===== src/hdl/sorted_timer_queue_top_macros.svh =====
// Assertion macros used by the timer queue sequencer.
`ifndef SORTED_TIMER_QUEUE_TOP_MACROS_SVH
`define SORTED_TIMER_QUEUE_TOP_MACROS_SVH

// Checks that an implication holds on every rising clock edge outside reset.
`define STQ_ASSERT_IMP(label, clk, rst, ante, cons, msg) \
  label: assert property (@(posedge clk) disable iff (rst) (ante) |-> (cons)) \
    else $error(msg);

// Checks that an implication holds in the cycle after its antecedent.
`define STQ_ASSERT_NEXT(label, clk, rst, ante, cons, msg) \
  label: assert property (@(posedge clk) disable iff (rst) (ante) |=> (cons)) \
    else $error(msg);

`endif


===== src/hdl/stq_pkg.sv =====
// ----------------------------------------------------------------------------
// stq_pkg
// Types and codes shared by the sorted timer queue modules.
// ----------------------------------------------------------------------------
package stq_pkg;

  localparam logic [1:0] ACT_INSERT = 2'd0;
  localparam logic [1:0] ACT_CANCEL = 2'd1;
  localparam logic [1:0] ACT_DRAIN  = 2'd2;

  localparam logic [2:0] ST_INSERTED  = 3'd0;
  localparam logic [2:0] ST_FULL      = 3'd1;
  localparam logic [2:0] ST_CANCELLED = 3'd2;
  localparam logic [2:0] ST_NO_MATCH  = 3'd3;
  localparam logic [2:0] ST_EXPIRED   = 3'd4;
  localparam logic [2:0] ST_NONE      = 3'd5;

  localparam int MAX_OUT = 32;

  // Cell operation codes.
  localparam logic [1:0] OP_HOLD   = 2'd0;
  localparam logic [1:0] OP_INSERT = 2'd1;
  localparam logic [1:0] OP_REMOVE = 2'd2;
  localparam logic [1:0] OP_POP    = 2'd3;

  // One stored timer.
  typedef struct packed {
    logic [47:0] expiry;
    logic [31:0] id;
    logic [15:0] waker;
  } entry_t;

  // Broadcast command to every cell.
  typedef struct packed {
    logic [1:0] op;
    entry_t     key;
  } cell_cmd_t;

endpackage


===== src/hdl/stq_ctrl.sv =====
// ----------------------------------------------------------------------------
// stq_ctrl
// Sequencer: decodes requests, drives the cell chain and emits results.
// ----------------------------------------------------------------------------
`include "sorted_timer_queue_top_macros.svh"
module stq_ctrl (
  input  logic               clk,
  input  logic               rst,
  input  logic               start,
  output logic               busy,
  input  logic [1:0]         action,
  input  logic [47:0]        expiry_time,
  input  logic [31:0]        entry_id,
  input  logic [15:0]        waker_tag,
  input  logic [47:0]        current_time,
  input  logic               cancel_blocked,
  input  stq_pkg::entry_t    head,
  input  logic               head_valid,
  input  logic               tail_valid,
  input  logic               any_hit,
  output stq_pkg::cell_cmd_t cmd,
  output logic               done,
  output logic [2:0]         status,
  output logic [31:0]        result_id,
  output logic [15:0]        result_waker,
  output logic [47:0]        result_expiry,
  output logic               last
);

  localparam logic [1:0] S_IDLE   = 2'd0;
  localparam logic [1:0] S_CANCEL = 2'd1;
  localparam logic [1:0] S_DRAIN  = 2'd2;
  localparam logic [1:0] S_PAD    = 2'd3;

  logic [1:0]  state;
  logic [47:0] now;
  logic [5:0]  emitted;
  logic [31:0] next_id;
  stq_pkg::entry_t key;
  logic        pop;
  logic        more;

  assign busy = (state != S_IDLE);

  // Drain pops the head when it is due and the burst limit is not reached.
  assign pop  = (state == S_DRAIN) && head_valid && (head.expiry <= now) &&
                (emitted < 6'(stq_pkg::MAX_OUT));

  // The command comes from the request in idle, or from the sequencer.
  // A cancel that is not blocked broadcasts a remove; without a match no cell moves.
  always_comb begin
    cmd.op  = stq_pkg::OP_HOLD;
    cmd.key = key;
    if (state == S_IDLE && start && action == stq_pkg::ACT_INSERT && !tail_valid) begin
      cmd.op  = stq_pkg::OP_INSERT;
      cmd.key = '{expiry: expiry_time, id: next_id, waker: waker_tag};
    end else if (state == S_CANCEL) begin
      cmd.op = stq_pkg::OP_REMOVE;
    end else if (pop) begin
      cmd.op = stq_pkg::OP_POP;
    end
  end

  // The sequencer does not look ahead; the top level resolves whether another entry follows a pop.
  assign more = 1'b0;

  // Sequencer and result register.
  always_ff @(posedge clk) begin
    if (rst) begin
      state   <= S_IDLE;
      next_id <= '0;
      done    <= 1'b0;
      emitted <= '0;
    end else begin
      done <= 1'b0;
      unique case (state)
        S_IDLE: begin
          if (start) begin
            key     <= '{expiry: expiry_time, id: entry_id, waker: waker_tag};
            now     <= current_time;
            emitted <= '0;
            result_id     <= '0;
            result_waker  <= '0;
            result_expiry <= '0;
            last          <= 1'b1;
            if (action == stq_pkg::ACT_INSERT) begin
              done <= 1'b1;
              if (tail_valid) begin
                status <= stq_pkg::ST_FULL;
              end else begin
                status    <= stq_pkg::ST_INSERTED;
                result_id <= next_id;
                next_id   <= next_id + 32'd1;
              end
              state <= S_PAD;
            end else if (action == stq_pkg::ACT_CANCEL) begin
              if (cancel_blocked) begin
                done   <= 1'b1;
                status <= stq_pkg::ST_NO_MATCH;
                state  <= S_PAD;
              end else begin
                state <= S_CANCEL;
              end
            end else if (action == stq_pkg::ACT_DRAIN) begin
              state <= S_DRAIN;
            end else begin
              state <= S_PAD;
            end
          end
        end
        S_CANCEL: begin
          done   <= 1'b1;
          status <= any_hit ? stq_pkg::ST_CANCELLED : stq_pkg::ST_NO_MATCH;
          state  <= S_PAD;
        end
        S_DRAIN: begin
          if (pop) begin
            done          <= 1'b1;
            status        <= stq_pkg::ST_EXPIRED;
            result_id     <= head.id;
            result_waker  <= head.waker;
            result_expiry <= head.expiry;
            last          <= more;
            emitted       <= emitted + 6'd1;
          end else begin
            // Nothing more is due or the burst limit is reached: close the burst.
            state <= S_PAD;
            if (emitted == '0) begin
              done   <= 1'b1;
              status <= stq_pkg::ST_NONE;
              last   <= 1'b1;
            end
          end
        end
        S_PAD: state <= S_IDLE;
        default: state <= S_IDLE;
      endcase
    end
  end

  `STQ_ASSERT_IMP(a_busy_idle, clk, rst, done && state == S_IDLE, 1'b0,
    "result strobe while idle")
  `STQ_ASSERT_IMP(a_pop_due, clk, rst, pop, head.expiry <= now,
    "pop of an entry not yet due")
  `STQ_ASSERT_NEXT(a_burst_cap, clk, rst, pop, emitted <= 6'(stq_pkg::MAX_OUT),
    "drain burst over limit")

endmodule


===== config.mk =====
export PLATFORM = sky130hd
export DESIGN_NAME = stq_ctrl
export DESIGN_NICKNAME = d
export VERILOG_FILES = /design/src/hdl/stq_pkg.sv /design/src/hdl/stq_ctrl.sv
export VERILOG_INCLUDE_DIRS = /design/src /design/src/hdl
export SDC_FILE = /design/constraint.sdc
export NUM_CORES = 1
export LEC_CHECK = 0
export ABC_CLOCK_PERIOD_IN_PS = 9900
export BUFFER_PORTS_ARGS = -buffer_cell sky130_fd_sc_hd__buf_2
export CAP_MARGIN = 0
export CORE_MARGIN = 2
export CORE_UTILIZATION = 35
export DETAILED_ROUTE_END_ITERATION = 12
export GPL_ROUTABILITY_DRIVEN = 0
export PLACE_DENSITY = 0.62
export SLEW_MARGIN = 15
export SYNTH_ARGS = -nofsm -noshare
export SYNTH_HDL_FRONTEND = slang
export SYNTH_SLANG_ARGS = --single-unit
export TNS_END_PERCENT = 100

===== constraint.sdc =====
create_clock -name clk -period 9.9 [get_ports clk]
set_input_delay 0.495 -clock clk [delete_from_list [all_inputs] [get_ports clk]]
set_output_delay 0.495 -clock clk [all_outputs]
set_load 0.01 [all_outputs]

==> out/qor.yml <==
status: "finished clean"
dp.cells: 2042
relSlewSlack: 0.338
die_area_um2: 37900
ys_top_cells_by_area: "edfxtp_1, nand2_1, dfxtp_1, ha_1, and2_1"
route.detailed.drc: 0
cts_tree: "built"
r2r_cells: 10
clk_latency_ps: 530
vdd_drop_max_uv: 147
grt_first_pass_wirelength_um: 55900
clock_skew_ps: 17.8
start_util: 0.356
rsz0062_at_grt: "false"
cts_buffers: 35
clockBufferDepth: 3
critPathLaunch: "now[14]$_DFFE_PP_"
grt-ovfl-total: 0
reg2reg_to: "result_id[0]$_DFFE_PP_"
cts.sinks: 285
synthTopCellsByCount: "nand2_1, edfxtp_1, and2_1"
area_delta_synth_final_pct: 30.6
synth-seq-cells: 285
boundaryPins: 449
wl_um: 36600
final_max_slew_viol_count: 0
cts-root-buf: "clkbuf_16"
rows: 69
synth-seq-area-share: 0.640
power_density_nw_per_um2: 220
grt_pass1_vias: 9996
crit_type: "flop to output pin"
crit_arrival_ps: 4300
total_power_mw: 3.66
maxCapViolCount: 0
yosys.cell_count.top_type: "nand2_1"
hold_class: "input pin to flop"
vias: 9953
synth_edf_count: 244
drt-wirelength-per-cell_um: 17.3
drt_iter0_markers: 443
start_kind: "flop"
netlist_area_um2: 12700
syn_inst: 1173
netlist.area_leader.share: 0.575
avgSynthCellArea_um2: 10.9
io_buffers: 448
dr.pass1.iters: 4
reg2reg_from: "now[14]$_DFFE_PP_"
hold_viol: 0
setup-tns-final_ps: 0
clk_pin_slew_ps: 60
design.core.area_um2: 35700
layout_worst_path_cycle_share: 0.484
worstMarginPinSlew_ps: 990
cts_hold_buf: 0
synthesis.nets: 1477
endpoint: "cmd[96]"
max_clock_freq_mhz: 209
cp-end-kind: "output pin"
die_h_um: 195
fin_crit_ps: 4790
drive_gt1_frac: 0.315
dp_hpwl_um: 26700
worst_ep_required_time_ps: 9410
synthArstFlopShare: 0
layout.nets: 1922
antenna_found_initial: 8
drt-vias-per-instance: 4.71
rrSetupSlack_ps: 5500
antenna_left: 0
cts.repair.resized: 0
yosysUniqueCellTypes: 53
synth_top_area_cell: "edfxtp_1"
grt_max_degree: 110
setup_viol: 0
chipWidth_um: 195
placed_area_um2: 15500
grt_usage: 0.190
ys_warn_count: 0
fin_area_um2: 16600
htreeDepth: 2
postCtsSetupBuffers: 0
cp_max_fo: 5
cellLeakagePower_nw: 7.27
synthFlopType: "edfxtp_1"
layoutNonFillerInstCount: 2113
-- state kept, by name, summed over array words and instances (netlist names) --
name           flops
key               96
now               48
result_expiry     48
next_id           32
result_id         32
result_waker      16
emitted            6
status             3
state              2
done               1
last               1
-- worst min-delay path by stage --
stage | endpoint | depth (start not counted) | slack (ps) | from
2_1_floorplan | next_id[3]$_SDFFE_PP0P_ | 2 | 460 | next_id[3]$_SDFFE_PP0P_
3_3_place_gp | next_id[3]$_SDFFE_PP0P_ | 2 | 470 | next_id[3]$_SDFFE_PP0P_
3_5_place_dp | next_id[3]$_SDFFE_PP0P_ | 2 | 480 | next_id[3]$_SDFFE_PP0P_
4_1_cts | key[27]$_DFFE_PP_ | 1 | 100 | entry_id[11]
5_1_grt | key[26]$_DFFE_PP_ | 1 | 110 | entry_id[10]
6_report | key[26]$_DFFE_PP_ | 1 | 140 | entry_id[10]
-- cells in the final DEF, fill, tap and decap left out, drive strengths merged, types with 3 or more instances in the layout --
cell type	count
and4	3
o21ai	55
nand2	382
a31oi	3
xnor2	11
clkinvlp	4
and2	66
nor4	5
o31ai	4
clkinv	11
or3	11
a21o	4
nor3	7
bufinv	3
and3	11
nor2b	3
ha	55
edfxtp	244
a21oi	38
inv	62
nand3	16
buf	456
nand4	18
dfxtp	41
diode	9
xor2	12
clkbuf	44
nor2	45
-- critical path, stage by stage (launching register included) --
cell	delay, ps
edfxtp_1	320
inv_1	40
ha_1	320
nand4_1	180
nor4_1	560
nand4_1	240
o211a_1	210
a2111oi_1	850
inv_1	180
o21ai_0	610
buf_2	260
-- layout make-up --
cell class	instances	area, um2
clock inverters	18	166
flip-flops and latches	285	8150
multi-input cells	778	4220
well taps	461	577
repair buffers	456	2300
fillers	3430	19100
diodes	9	22.5
inverters	62	233
clock buffers	44	972
-- cells by family after synthesis --
kind of cell             count (synthesis)  synth area share
adder cells (fa/ha/maj)                 55            0.0540
AO/OA/AOI/OAI                          123            0.0559
flip-flops                             285             0.640
multiplexers                             3           0.00255
buffers and inverters                  110            0.0331
XOR/XNOR                                23            0.0158
AND/OR/NAND/NOR                        574             0.199
-- metal layers --
metal,vias to the layer above,wire length (um),part of all wire,GRT usage
met3,62,3020,0.082,0.0519
li1,4932,-,-,-
met4,0,942,0.026,0.0744
met5,-,0,0,0
met2,377,17700,0.48,0.325
met1,4582,14900,0.41,0.229
-- where the power goes --
group          total [mW]  switching, mW  internal (mW)
sequential           1.59         0.0436           1.55
clock                1.26          0.493          0.772
combinational       0.800          0.532          0.268
total                3.66           1.07           2.59
-- through the flow --
stage	utilization	setup WS, ps	hold slack [ps]
2_1_floorplan	-	2290	463
3_3_place_gp	0.433	5240	473
3_5_place_dp	0.433	5190	485
4_1_cts	0.465	4870	98.8
5_1_grt	0.465	4630	111
6_report	0.466	5110	135
Power figures use the tool's default switching activity.
