### config.mk
export PLATFORM = sky130hd
export DESIGN_NAME = stq_cell
export DESIGN_NICKNAME = d
export VERILOG_FILES = /design/src/hdl/sorted_timer_queue_top_macros.svh /design/src/hdl/stq_pkg.sv /design/src/hdl/stq_cell.sv
export SDC_FILE = /design/constraint.sdc
export NUM_CORES = 1
export LEC_CHECK = 0
export ABC_AREA = 1
export BUFFER_PORTS_ARGS = -buffer_cell sky130_fd_sc_hd__buf_4
export CAP_MARGIN = 15
export CORE_AREA = 2 2 152 154
export CTS_CLUSTER_DIAMETER = 40
export DETAILED_ROUTE_END_ITERATION = 6
export DIE_AREA = 0 0 154 156
export PLACE_DENSITY = 0.68
export SYNTH_ARGS = -nofsm -noshare
export SYNTH_HDL_FRONTEND = slang
export SYNTH_SLANG_ARGS = --single-unit
### constraint.sdc
create_clock -name clk -period 6.44 [get_ports clk]
set_input_delay 1.932 -clock clk [delete_from_list [all_inputs] [get_ports clk]]
set_output_delay 1.932 -clock clk [all_outputs]
set_load 0.02 [all_outputs]
### src/hdl/sorted_timer_queue_top_macros.svh
// Assertion macros used by the timer queue sequencer.
`ifndef SORTED_TIMER_QUEUE_TOP_MACROS_SVH
`define SORTED_TIMER_QUEUE_TOP_MACROS_SVH

// Checks that an implication holds on every rising clock edge outside reset.
`define STQ_ASSERT_IMP(label, clk, rst, ante, cons, msg) \
  label: assert property (@(posedge clk) disable iff (rst) (ante) |-> (cons)) \
    else $error(msg);

// Checks that an implication holds in the cycle after its antecedent.
`define STQ_ASSERT_NEXT(label, clk, rst, ante, cons, msg) \
  label: assert property (@(posedge clk) disable iff (rst) (ante) |=> (cons)) \
    else $error(msg);

`endif

### src/hdl/stq_pkg.sv
// ----------------------------------------------------------------------------
// stq_pkg
// Types and codes shared by the sorted timer queue modules.
// ----------------------------------------------------------------------------
package stq_pkg;

  localparam logic [1:0] ACT_INSERT = 2'd0;
  localparam logic [1:0] ACT_CANCEL = 2'd1;
  localparam logic [1:0] ACT_DRAIN  = 2'd2;

  localparam logic [2:0] ST_INSERTED  = 3'd0;
  localparam logic [2:0] ST_FULL      = 3'd1;
  localparam logic [2:0] ST_CANCELLED = 3'd2;
  localparam logic [2:0] ST_NO_MATCH  = 3'd3;
  localparam logic [2:0] ST_EXPIRED   = 3'd4;
  localparam logic [2:0] ST_NONE      = 3'd5;

  localparam int MAX_OUT = 32;

  // Cell operation codes.
  localparam logic [1:0] OP_HOLD   = 2'd0;
  localparam logic [1:0] OP_INSERT = 2'd1;
  localparam logic [1:0] OP_REMOVE = 2'd2;
  localparam logic [1:0] OP_POP    = 2'd3;

  // One stored timer.
  typedef struct packed {
    logic [47:0] expiry;
    logic [31:0] id;
    logic [15:0] waker;
  } entry_t;

  // Broadcast command to every cell.
  typedef struct packed {
    logic [1:0] op;
    entry_t     key;
  } cell_cmd_t;

endpackage

### src/hdl/stq_cell.sv
// ----------------------------------------------------------------------------
// stq_cell
// One slot of the sorted chain; compares the broadcast key and takes data
// from itself or a neighbor.
// ----------------------------------------------------------------------------
module stq_cell (
  input  logic               clk,
  input  logic               rst,
  input  stq_pkg::cell_cmd_t cmd,
  input  stq_pkg::entry_t    prev_entry,
  input  logic               prev_valid,
  input  logic               prev_after,
  input  logic               prev_hit,
  input  stq_pkg::entry_t    next_entry,
  input  logic               next_valid,
  output stq_pkg::entry_t    entry,
  output logic               valid,
  output logic               after,
  output logic               hit
);

  // after: this cell sorts strictly after the key; hit: this cell or one before it matches the key.
  assign after = valid && ((entry.expiry > cmd.key.expiry) ||
                 ((entry.expiry == cmd.key.expiry) && (entry.id > cmd.key.id)));
  assign hit = prev_hit || (valid && (entry.expiry == cmd.key.expiry) &&
                            (entry.id == cmd.key.id));

  // Payload moves by operation; the predecessor flags locate the insert spot.
  // Cells after the key shift right, and the first of them takes the key.
  always_ff @(posedge clk) begin
    case (cmd.op) inside
      stq_pkg::OP_INSERT: begin
        if (after || !valid) entry <= prev_after ? prev_entry : cmd.key;
      end
      stq_pkg::OP_REMOVE, stq_pkg::OP_POP: begin
        if (cmd.op == stq_pkg::OP_POP || hit) entry <= next_entry;
      end
      default: ;
    endcase
  end

  // Occupancy stays a contiguous run from the head.
  always_ff @(posedge clk) begin
    if (rst) begin
      valid <= 1'b0;
    end else begin
      case (cmd.op) inside
        stq_pkg::OP_INSERT: if (!valid && prev_valid) valid <= 1'b1;
        stq_pkg::OP_REMOVE, stq_pkg::OP_POP: begin
          if (cmd.op == stq_pkg::OP_POP || hit) valid <= next_valid;
        end
        default: ;
      endcase
    end
  end

endmodule

==> qor.csv, run 1 <==
metric;value;unit
path_delay_family;simple AND/OR/NAND/NOR gates;
synth-seq-area-share;40.8;%
ios;395;
synth_xor_area_share;0;%
ant_nets;0;
r2r-end;entry[68]$_DFFE_PP_;
drtIter0Drc;526;
fin_skew;0.0173;ns
syn_inst;922;
power;2.06;mW
detail_route.wl_per_cell;15.4;um
worstHoldPathType;register to register;
tns;0;ns
min_path_cells;2;
slew_headroom;43.4;%
period_share;87.1;%
rows;55;
slowest_stage;ha_1;
arrival;3.67;ns
antenna_found_initial;0;
die_area;24000;sq um
final_cell_mix;buf_4, nand2_1, nor2_1, inv_1;
worstMarginPinSlew;0.850;ns
p_leak;5.33;nW
synth_mux_area_share;0;%
grt_max_degree;93;
cts.sinks;97;
critPathKind;primary input to output pin;
first_global_vias;7107;
syn_nets;1298;
drc_errors;0;
layout.nets;1667;
min_from;valid$_SDFFE_PP0P_;
timing.hold.ws;0.554;ns
post_cts_buffers;0;
ys_types;25;
outcome;completed;
max_cap_violations;0;
clk_pin_slew;0.06;ns
slew_viol_final;0;
routed_wl;24.3;mm
track_usage;19.6;%
synth_simple_gate_area_share;24.3;%
cts_htree_levels;3;
slowest_delay;0.28;ns
dpl.hpwl;19.8;mm
ctsResizeCount;0;
critPathBufInv;3;
cts_hold_buffers;0;
max-vdd-ir-drop;124;uV
cp_data_required_time;4.51;ns
drive_gt1_share;32.7;%
synth.avg_cell_area;7.71;sq um
fin_util;47.2;%
antenna_cells;0;
root_buffer;clkbuf_16;
r2r_cells;12;
num-fill-cells;2264;
layout_commonest_cell;buf_4;
synthAdderAreaFrac;14.1;%
synth_top_family_by_area;simple AND/OR/NAND/NOR gates;
hold_viol_final;0;
setup_viol;0;
routabilityCongestion;0.840;
rrSetupSlack;3.24;ns
io_buffers;394;
synth_compound_area_share;12.2;%
core;22400;sq um
max_freq;178;MHz
cts_buffers;9;
reg2reg_from;entry[95]$_DFFE_PP_;
critPathLaunchType;primary input;
clock_path_buffers;2;
start_util;31.8;%
die_height;156;um
hold_end;valid$_SDFFE_PP0P_;
synth_warnings;0;
path_max_fanout;2;
grt_pass1_wl;36.8;mm
cp-end-kind;output pin;
syn_to_final_growth;48.6;%
powerDensity;195;nW/um^2
post_drt_via_cell_ratio;4.72;
grt.overflow.total;0;
ys_seq_elements;97;
dr_total_vias;7458;
synth_area;7110;sq um
crit_chain;buf_4, inv_1, ha_1, nand2_1, nor2_1, nand3_1, nor2_1, nand4_1, a21oi_1, nand2_1, a21oi_1, buf_4;
cts_tree;done;
fp.dieW;154;um
rsz0062_at_grt;no;
insertion_delay;0.35;ns
period_minus_slack;5.61;ns
drt_pre_antenna_iters;7;
==> tightest hold or removal path: stages, from the launching register on <==
cell and delay [ns]:
dfxtp_1 0.34, a21oi_1 0.12, nor2_1 0.05
==> logic make-up after synthesis <==
logic type / Yosys count
AND/OR/NAND/NOR: 446
buffers and inverters: 154
AO/OA/AOI/OAI: 145
flip-flops: 97
adder cells (fa/ha/maj): 80
==> state kept, by name, indices dropped and copies added (netlist names) <==
name   flops
entry     96
valid      1
==> worst max-delay path by stage <==
stage / startpoint / to / slack, ns / cells past startpoint
final: cmd[79] / after / 0.83 / 12
after global routing: cmd[63] / after / 0.68 / 12
after CTS: cmd[79] / after / 0.74 / 12
after detailed placement: cmd[79] / after / 0.75 / 12
after global placement: cmd[79] / after / 0.80 / 12
after floorplan: cmd[95] / entry[0]$_DFFE_PP_ / 0.89 / 12
==> final cells by class <==
cell class	count	area, sq um	share of cell area [%]
clock buffer	11	233	2.20
inverter	112	422	3.99
tap	285	357	3.37
sequential	97	2900	27.5
clock inverter	4	31.3	0.296
timing repair buffer	400	3020	28.5
multi-input combinational	671	3610	34.1
==> report_power, final <==
group	switching (mW)	internal (mW)	leakage, nW
sequential	0.0437	0.795	0.967
clock	0.243	0.261	0.118
combinational	0.389	0.326	4.25
==> synthesized netlist by cell type (all sizes together) <==
cell	number	area share, %
nor2	133	7.3
dfxtp	1	0.28
nand3b	1	0.11
buf	29	2.1
clkinv	1	0.053
inv	111	5.9
a31oi	96	8.4
ha	80	14
nand3	11	0.92
a21oi	36	2.5
nand4	2	0.18
a21o	1	0.11
nand2	298	16
clkbuf	13	0.69
nor3	1	0.070
o21bai	1	0.11
a31o	1	0.12
edfxtp	96	41
o21a	4	0.42
o21ai	6	0.42
==> metal layers <==
metal	track usage [%]	wire (um)	up-vias
met4	6.63	617	0
li1	-	-	3800
met2	35.0	12100	325
met1	22.8	9680	3302
met3	4.94	1900	31
met5	0	0	-
==> through the flow <==
step,std cells,area (sq um),setup WS (ns)
6_report,1580,10600,0.833
5_1_grt,1580,10600,0.681
4_1_cts,1580,10600,0.735
3_5_place_dp,1565,10300,0.746
3_3_place_gp,1565,10300,0.798
2_1_floorplan,922,7110,0.892
No activity file was read; power rests on OpenSTA's default activity.
==> inputs of run 2 (changes only) <==
ABC_AREA = not set   (was 1)
CORE_AREA = 2 2 155 157   (was 2 2 152 154)
CTS_BUF_LIST = sky130_fd_sc_hd__clkbuf_8   (was not set)
DIE_AREA = 0 0 157 159   (was 0 0 154 156)
PLACE_DENSITY = 0.65   (was 0.68)
==> qor.csv, run 2 <==
metric;value;unit;change
first_global_vias;6619;;was 7107
ys_types;40;;was 25
core;23200;sq um;was 22400 sq um
worstSetupStartpoint;cmd[79];;unchanged
synth.avg_cell_area;9.73;sq um;was 7.71 sq um
drive_gt1_share;38.2;%;was 32.7%
ys_seq_elements;97;;unchanged
ant_nets;0;;unchanged
largest_registers;entry (96), valid (1);;unchanged
slowest_stage;a2111oi_1;;was ha_1
cts_tree;done;;unchanged
rrSetupSlack;2.51;ns;was 3.24 ns
rows;56;;was 55
critPathLaunchType;primary input;;unchanged
hold_viol_final;0;;unchanged
routed_wl;23.5;mm;was 24.3 mm
worstMarginPinSlew;0.823;ns;was 0.850 ns
die_area;25000;sq um;was 24000 sq um
final_cells;1418;;was 1580
synth_flop_cell;edfxtp_1;;unchanged
synth-edff-count;96;;unchanged
powerDensity;183;nW/um^2;was 195 nW/um^2
critPathKind;primary input to output pin;;unchanged
r2r-end;entry[44]$_DFFE_PP_;;was entry[68]$_DFFE_PP_
dp_cells;1402;;was 1565
slowest_delay;0.55;ns;was 0.28 ns
period_share;97.0;%;was 87.1%
syn_to_final_growth;50.2;%;was 48.6%
max_cap_violations;0;;unchanged
layout.nets;1470;;was 1667
max_freq;160;MHz;was 178 MHz
top_layer;met4;;unchanged
cts.sinks;97;;unchanged
rsz0062_at_grt;no;;unchanged
cp_data_required_time;4.51;ns;about the same
drtIter0Drc;225;;was 526
die_height;159;um;was 156 um
fin_skew;0.0138;ns;was 0.0173 ns
fp.dieW;157;um;was 154 um
yosysTopAreaCell;edfxtp_1;;unchanged
outcome;completed;;unchanged
syn_nets;1093;;was 1298
reg2reg_from;entry[59]$_DFFE_PP_;;was entry[95]$_DFFE_PP_
track_usage;18.2;%;was 19.6%
wl_met1;9.57;mm;was 9.68 mm
grt.overflow.total;0;;unchanged
met2_length;12.0;mm;was 12.1 mm
synth_warnings;0;;unchanged
slew_headroom;45.2;%;was 43.4%
io_buffers;394;;unchanged
cpMostUsedCell;buf_4;;
wl_met3;1.54;mm;was 1.90 mm
yosys-top-cells-area;edfxtp_1, ha_1, mux2i_1;;was edfxtp_1, nand2_1, ha_1
drc_errors;0;;unchanged
period_minus_slack;6.25;ns;was 5.61 ns
ios;395;;unchanged
synth-seq-area-share;41.6;%;was 40.8%
slew_viol_final;0;;unchanged
post_drt_via_cell_ratio;4.60;;was 4.72
cp-end-kind;output pin;;unchanged
async_flop_share;0;%;unchanged
synth_area;6980;sq um;was 7110 sq um
cts_hold_buffers;0;;unchanged
synth.most_common_cell;nand2_1;;unchanged
dpl.hpwl;19.0;mm;was 19.8 mm
root_buffer;clkbuf_8;;was clkbuf_16
num-fill-cells;2277;;was 2264
clock_path_buffers;2;;unchanged
cts_htree_levels;3;;unchanged
setup_viol;0;;unchanged
clk_pin_slew;0.10;ns;was 0.06 ns
path_depth;11;;was 12
syn_inst;717;;was 922
antenna_cells;0;;unchanged
crit_path_end;after;;unchanged
r2r_cells;8;;was 12
synth_common_cells;nand2_1, o21ai_0, mux2i_1;;was nand2_1, nor2_1, inv_1
largest-register;entry;;unchanged
path_delay_family;compound AO/OA/AOI/OAI gates;;was simple AND/OR/NAND/NOR gates
arrival;4.31;ns;was 3.67 ns
path_max_fanout;3;;was 2
setup_ws;0.193;ns;was 0.833 ns
detail_route.wl_per_cell;16.6;um;was 15.4 um
multiInputGateArea;3640;sq um;was 3610 sq um
largest_reg_flops;96;;unchanged
routabilityCongestion;0.840;;about the same
synth_top_cell_area_share;41.3;%;was 40.5%
grt_max_degree;132;;was 93
crit_chain;buf_4, inv_1, ha_1, a21oi_1, o21ai_0, a2111oi_1, o211ai_1, a222oi_1, buf_4, a21oi_1, buf_4;;was buf_4, inv_1, ha_1, nand2_1, nor2_1, nand3_1, nor2_1, nand4_1, a21oi_1, nand2_1, a21oi_1, buf_4
antenna_found_initial;0;;unchanged
worstHoldPathType;register to register;;unchanged
insertion_delay;0.38;ns;was 0.35 ns
critPathBufInv;4;;was 3
final_cell_mix;buf_4, nand2_1, o21ai_0, mux2i_1, edfxtp_1;;was buf_4, nand2_1, nor2_1, inv_1
layout_commonest_cell;buf_4;;unchanged
max-vdd-ir-drop;130;uV;was 124 uV
start_util;30.1;%;was 31.8%
drt_pre_antenna_iters;4;;was 7
p_leak;5.37;nW;was 5.33 nW
pre_cts_ws;-0.0180;ns;was 0.746 ns
regArea;2900;sq um;unchanged
cts_buffers;9;;unchanged
dr_total_vias;6525;;was 7458
grt_pass1_wl;35.1;mm;was 36.8 mm
## run 2: cell families after synthesis
logic type / synth area share [%]
AOI/OAI and AO/OA: 13.3
muxes: 13.9
DFF: 41.6
buffers and inverters: 6.37
adders and majority gates: 14.3
and+or+nand+nor: 10.4
## run 2: through the flow
step | hold slack (ns) | total power [mW] | utilization, % | instance area, sq um | TNS (ns)
after floorplan | 0.741 | 1.15 | - | 6980 | 0
after global placement | 0.745 | 1.48 | 44.3 | 10300 | -0.0392
after detailed placement | 0.772 | 1.49 | 44.3 | 10300 | -0.0180
after CTS | 0.794 | 1.95 | 45.2 | 10500 | 0
after global routing | 0.842 | 2.04 | 45.2 | 10500 | 0
final | 0.816 | 1.92 | 45.2 | 10500 | 0
## run 2: worst register-to-register path, delay by kind of cell (launching register included)
kind	cells	cell delay, ns
fa+ha+maj	1	0.33
compound gates	2	0.82
simple gates	4	1.27
buf+inv	1	0.67
flops	1	0.42
## run 2: layer usage
| metal | track usage [%] | vias to the layer above |
|---|---|---|
| met5 | 0 | - |
| met4 | 5.09 | 0 |
| met2 | 33.3 | 228 |
| met1 | 21.2 | 2949 |
| met3 | 4.08 | 21 |
| li1 | - | 3327 |
## run 2: repair_timing
item	in CTS	in global routing
endpoints found under the setup margin	1	0
setup buffers	0	0
gates resized for setup	1	0
## run 2: cell type report
class | instances | share of cell area (%)
Clock inverter | 7 | 0.824
Tap cell | 319 | 3.81
Clock buffer | 9 | 1.18
Sequential cell | 97 | 27.7
Timing Repair Buffer | 398 | 28.7
Inverter | 85 | 3.04
Multi-Input combinational cell | 503 | 34.8
## run 2: worst min path at each step
| stage | from | end | cells after the start |
|---|---|---|---|
| finish | valid$_SDFFE_PP0P_ | valid$_SDFFE_PP0P_ | 4 |
| global route | valid$_SDFFE_PP0P_ | valid$_SDFFE_PP0P_ | 4 |
| CTS | valid$_SDFFE_PP0P_ | valid$_SDFFE_PP0P_ | 4 |
| floorplan | valid$_SDFFE_PP0P_ | valid$_SDFFE_PP0P_ | 4 |
| detailed placement | valid$_SDFFE_PP0P_ | valid$_SDFFE_PP0P_ | 4 |
| global placement | valid$_SDFFE_PP0P_ | valid$_SDFFE_PP0P_ | 4 |
## run 2: where the power goes
group | leakage, nW | internal, mW | total [mW] | switching, mW
Sequential | 0.983 | 0.780 | 0.817 | 0.0376
Clock | 0.102 | 0.215 | 0.452 | 0.236
Combinational | 4.29 | 0.316 | 0.651 | 0.335
